<file path="config.mk">
export PLATFORM = sky130hd
export DESIGN_NAME = lfsa_ctrl
export DESIGN_NICKNAME = d
export VERILOG_FILES = /design/src/sv/lfsa_pkg.sv /design/src/sv/lfsa_ctrl.sv
export SDC_FILE = /design/constraint.sdc
export NUM_CORES = 1
export LEC_CHECK = 0
export ABC_AREA = 1
export BUFFER_PORTS_ARGS = -buffer_cell sky130_fd_sc_hd__buf_2
export CAP_MARGIN = 20
export CORE_AREA = 2 2 39 41
export DETAILED_ROUTE_END_ITERATION = 16
export DIE_AREA = 0 0 41 43
export RECOVER_POWER = 50
export SLEW_MARGIN = 15
export SYNTH_ARGS = -nofsm -noshare
export SYNTH_HDL_FRONTEND = slang
export SYNTH_SLANG_ARGS = --single-unit
</file>
<file path="constraint.sdc">
create_clock -name clk -period 1.5 [get_ports clk]
set_input_delay 0.45 -clock clk [delete_from_list [all_inputs] [get_ports clk]]
set_output_delay 0.45 -clock clk [all_outputs]
set_load 0.1 [all_outputs]
</file>
<file path="src/sv/lfsa_pkg.sv">
// Shared types and constants for the lowest free slot allocator.
// No dependencies; every other file of the block imports this package.
package lfsa_pkg;

  localparam int SLOTS_DEF    = 64;
  localparam int ID_SPACE_DEF = 1024;

  localparam int ID_W       = 10;
  localparam int CFG_W      = 7;
  localparam int COUNT_W    = 20;
  localparam int SLOT_OUT_W = 6;

  // The free-slot search looks at one group of this many slots per cycle.
  localparam int GROUP_W  = 8;
  localparam int GROUP_AW = $clog2(GROUP_W);

  localparam logic [CFG_W-1:0]   CFG_RESET = 7'd64;
  localparam logic [COUNT_W-1:0] COUNT_MAX = '1;

  localparam logic CMD_ARRIVE = 1'b0;
  localparam logic CMD_DEPART = 1'b1;

  typedef enum logic [1:0] {
    ST_ASSIGNED = 2'd0,
    ST_REJECTED = 2'd1,
    ST_RELEASED = 2'd2,
    ST_NO_SLOT  = 2'd3
  } status_t;

  // Commands from the controller to the datapath.
  typedef struct packed {
    logic clear;
    logic start;
    logic decide;
    logic step;
    logic commit;
  } dp_ctrl_t;

  // Status from the datapath to the controller.
  typedef struct packed {
    logic clear_done;
    logic need_search;
    logic search_done;
  } dp_stat_t;

endpackage

</file>
<file path="src/sv/lfsa_ctrl.sv">
// Controller of the lowest free slot allocator: sequences the clearing pass,
// lookup, search and commit of each request. Depends on lfsa_pkg.
module lfsa_ctrl (
  input  logic              clk,
  input  logic              rst,
  input  logic              in_valid,
  output logic              in_ready,
  output logic              out_valid,
  input  logic              out_ready,
  output lfsa_pkg::dp_ctrl_t ctrl,
  input  lfsa_pkg::dp_stat_t stat
);
  import lfsa_pkg::*;

  typedef enum logic [2:0] {
    S_CLEAR,
    S_IDLE,
    S_LOOKUP,
    S_SEARCH,
    S_COMMIT
  } state_t;

  state_t state;
  state_t state_next;

  assign in_ready = (state == S_IDLE);

  always_comb begin
    ctrl        = '0;
    ctrl.clear  = (state == S_CLEAR);
    ctrl.start  = (state == S_IDLE) && in_valid;
    ctrl.decide = (state == S_LOOKUP);
    ctrl.step   = (state == S_SEARCH);
    ctrl.commit = (state == S_COMMIT) && (!out_valid || out_ready);
  end

  always_comb begin
    state_next = state;
    case (state)
      S_CLEAR: begin
        if (stat.clear_done) state_next = S_IDLE;
      end
      S_IDLE: begin
        if (in_valid) state_next = S_LOOKUP;
      end
      S_LOOKUP: begin
        state_next = stat.need_search ? S_SEARCH : S_COMMIT;
      end
      S_SEARCH: begin
        if (stat.search_done) state_next = S_COMMIT;
      end
      S_COMMIT: begin
        if (ctrl.commit) state_next = S_IDLE;
      end
      default: begin
        state_next = S_IDLE;
      end
    endcase
  end

  always_ff @(posedge clk) begin
    if (rst) begin
      state     <= S_CLEAR;
      out_valid <= 1'b0;
    end else begin
      state <= state_next;
      if (ctrl.commit) begin
        out_valid <= 1'b1;
      end else if (out_ready) begin
        out_valid <= 1'b0;
      end
    end
  end

endmodule

</file>
==> impl_metrics.yaml <==
sta:
  skew_ns: 0.005525
  period_needed_ns: 1.602
  final_hold_viol_count: 0
  finalMaxSlewViolations: 0
  setup_violations: 5
  grt_setup_unrepaired: "true"
  relSlewSlack_pct: 88.07
  worst_pin_slew_ns: 0.1784
  fmax_mhz: 624.2
  finalWorstSetupSlack_ns: -0.1020
  period_share_pct: 106.8
clock_network:
  clock-root-buffer: "clkbuf_4"
  path_clk_slew_ns: 0.04
  clockBufferDepth: 2
  cts_hold_buf: 0
  worstSkewPairLatency_ns: 0.24
  numCtsBuffers: 3
  cts_sinks: 4
  cts_tree: "done"
  htreeDepth: 1
floorplan:
  ios: 14
  initial_utilization_pct: 25.86
  num_rows: 14
  die-area_um2: 1763
  die_h_um: 43
  fp.coreArea_um2: 1384
  fp.dieW_um: 41
setup_path:
  arrival_ns: 1.15
  crit_type: "reg2out"
  cp_slowest_cell: "dfxtp_4"
  path_cells: "nand3b_1 -> nor2_4 -> buf_12"
  max_stage_delay_ns: 0.36
  startpoint_type: "flip-flop"
  required_ns: 1.05
  path_buf_inv: 1
  crit_fanout: 6
  crit_family: "flip-flops"
  end_kind: "output port"
global_route:
  grt_pass1_wl_mm: 1.373
  first_global_vias: 373
  antenna_found_initial: 0
  overflow: 0
  grtUsageTotal_pct: 11.66
  grt_max_degree: 8
placed_design:
  placed_cell_area_um2: 636.9
  dp_hpwl_um: 685.7
  port_buffers: 13
  gp_congestion: 0.8091
  dpl_worst_slack_ns: 0.03234
cells_and_area:
  antenna_cells: 0
  area_growth_pct: 96.50
  finalInstanceArea_um2: 703.2
  drive_gt1_share_pct: 64.20
  nets: 89
  final_cell_mix: "nor2_4, nor2_1, buf_4"
route:
  wl_per_cell_um: 8.495
  routed.top_layer: "met4"
  wl_um: 824
  firstDrtPassIters: 4
  wl_met1_um: 339
  vias_per_cell: 4.237
  drt_iter0_drc: 5
  met3RoutedLength_um: 20
  drcViolationCount: 0
  drtAntennaViolNets: 0
  vias: 411
  met2_length_um: 449
synth:
  yosys_warnings: 0
  yosysUniqueCellTypes: 15
  syn-num-nets: 63
  yosysSeqAreaShare_pct: 22.38
  netlist_instances: 56
  syn_area_um2: 357.8
  syn_area_per_cell_um2: 6.390
  ys_seq_elements: 4
status:
  status: "finished, violations left"
  violations: "setup timing"
job:
  maxCapViolCount: 0
min_path:
  min_path_type: "in2reg"
-- cells in the mapped netlist --
cell type / count / area (um^2)
nor2_1: 11 / 41.29
nand2_1: 7 / 26.28
inv_1: 6 / 22.52
nand3_1: 6 / 30.03
nand2_2: 5 / 31.28
dfxtp_1: 4 / 80.08
nor2_2: 4 / 25.02
inv_2: 3 / 11.26
nor2_4: 3 / 33.78
buf_6: 2 / 22.52
a21oi_1: 1 / 5.000
nand2_4: 1 / 11.26
nand3b_1: 1 / 7.510
nor3_1: 1 / 5.000
o21ai_0: 1 / 5.000
-- worst reg2reg max path, delay by kind of cell (launching register included) --
kind / cells / cell delay, ns
flops: 1 / 0.37
simple gates: 7 / 0.53
buf+inv: 2 / 0.25
-- final cells by class --
cell class	instances	area, um^2
Inverter	9	36.28
Fill cell	125	680.7
Sequential cell	4	92.59
Multi-Input combinational cell	41	275.3
Tap cell	16	20.02
Clock buffer	4	26.28
Timing Repair Buffer	23	252.7
-- layer usage --
| layer | GRT usage [%] | vias to the layer above |
|---|---|---|
| met4 | 10.00 | 0 |
| met1 | 13.55 | 178 |
| li1 | - | 222 |
| met2 | 17.50 | 9 |
| met5 | 0 | - |
| met3 | 1.571 | 2 |
-- worst paths after layout --
check                        startpoint                      to  slack [ns]  cells past startpoint
setup / recovery  state[1]$_SDFFE_PP0P_                 ctrl[3]       -0.10                      3
setup reg to reg  state[0]$_SDFFE_PP0P_   state[0]$_SDFFE_PP0P_        0.28                      9
hold reg to reg   state[2]$_SDFFE_PP0P_   state[2]$_SDFFE_PP0P_        0.52                      2
hold / removal                      rst  out_valid$_SDFFE_PP0P_        0.36                      2
-- registers in the layout (all words and copies together) (netlist names) --
| signal | count |
|---|---|
| state | 3 |
| out_valid | 1 |
-- through the flow --
stage          hold WS, ns  instances  util [%]  TNS, ns
6_report            0.3604         97     50.81  -0.2612
5_1_grt             0.3646         97     50.81  -0.4826
4_1_cts             0.3529         96     49.82  -0.3792
3_5_place_dp        0.4935         90     46.02        0
3_3_place_gp        0.4899         90     46.02        0
2_1_floorplan       0.5094         56         -  -0.4119
-- logic make-up after synthesis --
group / Yosys count / share of synthesized area (%)
AND/OR/NAND/NOR: 39 / 59.09
AO/OA/AOI/OAI: 2 / 2.795
flip-flops: 4 / 22.38
buffers and inverters: 11 / 15.73
-- repair_timing --
item / CTS / global route
endpoints found under the hold margin: 0 / 0
gates resized for setup: 5 / 2
pin swaps: 2 / 4
buffers inserted: 2 / 1
setup endpoints to repair: 6 / 6
Power is not shown: default switching activity piles up to over one toggle a cycle in this logic, so the estimate is an artifact.
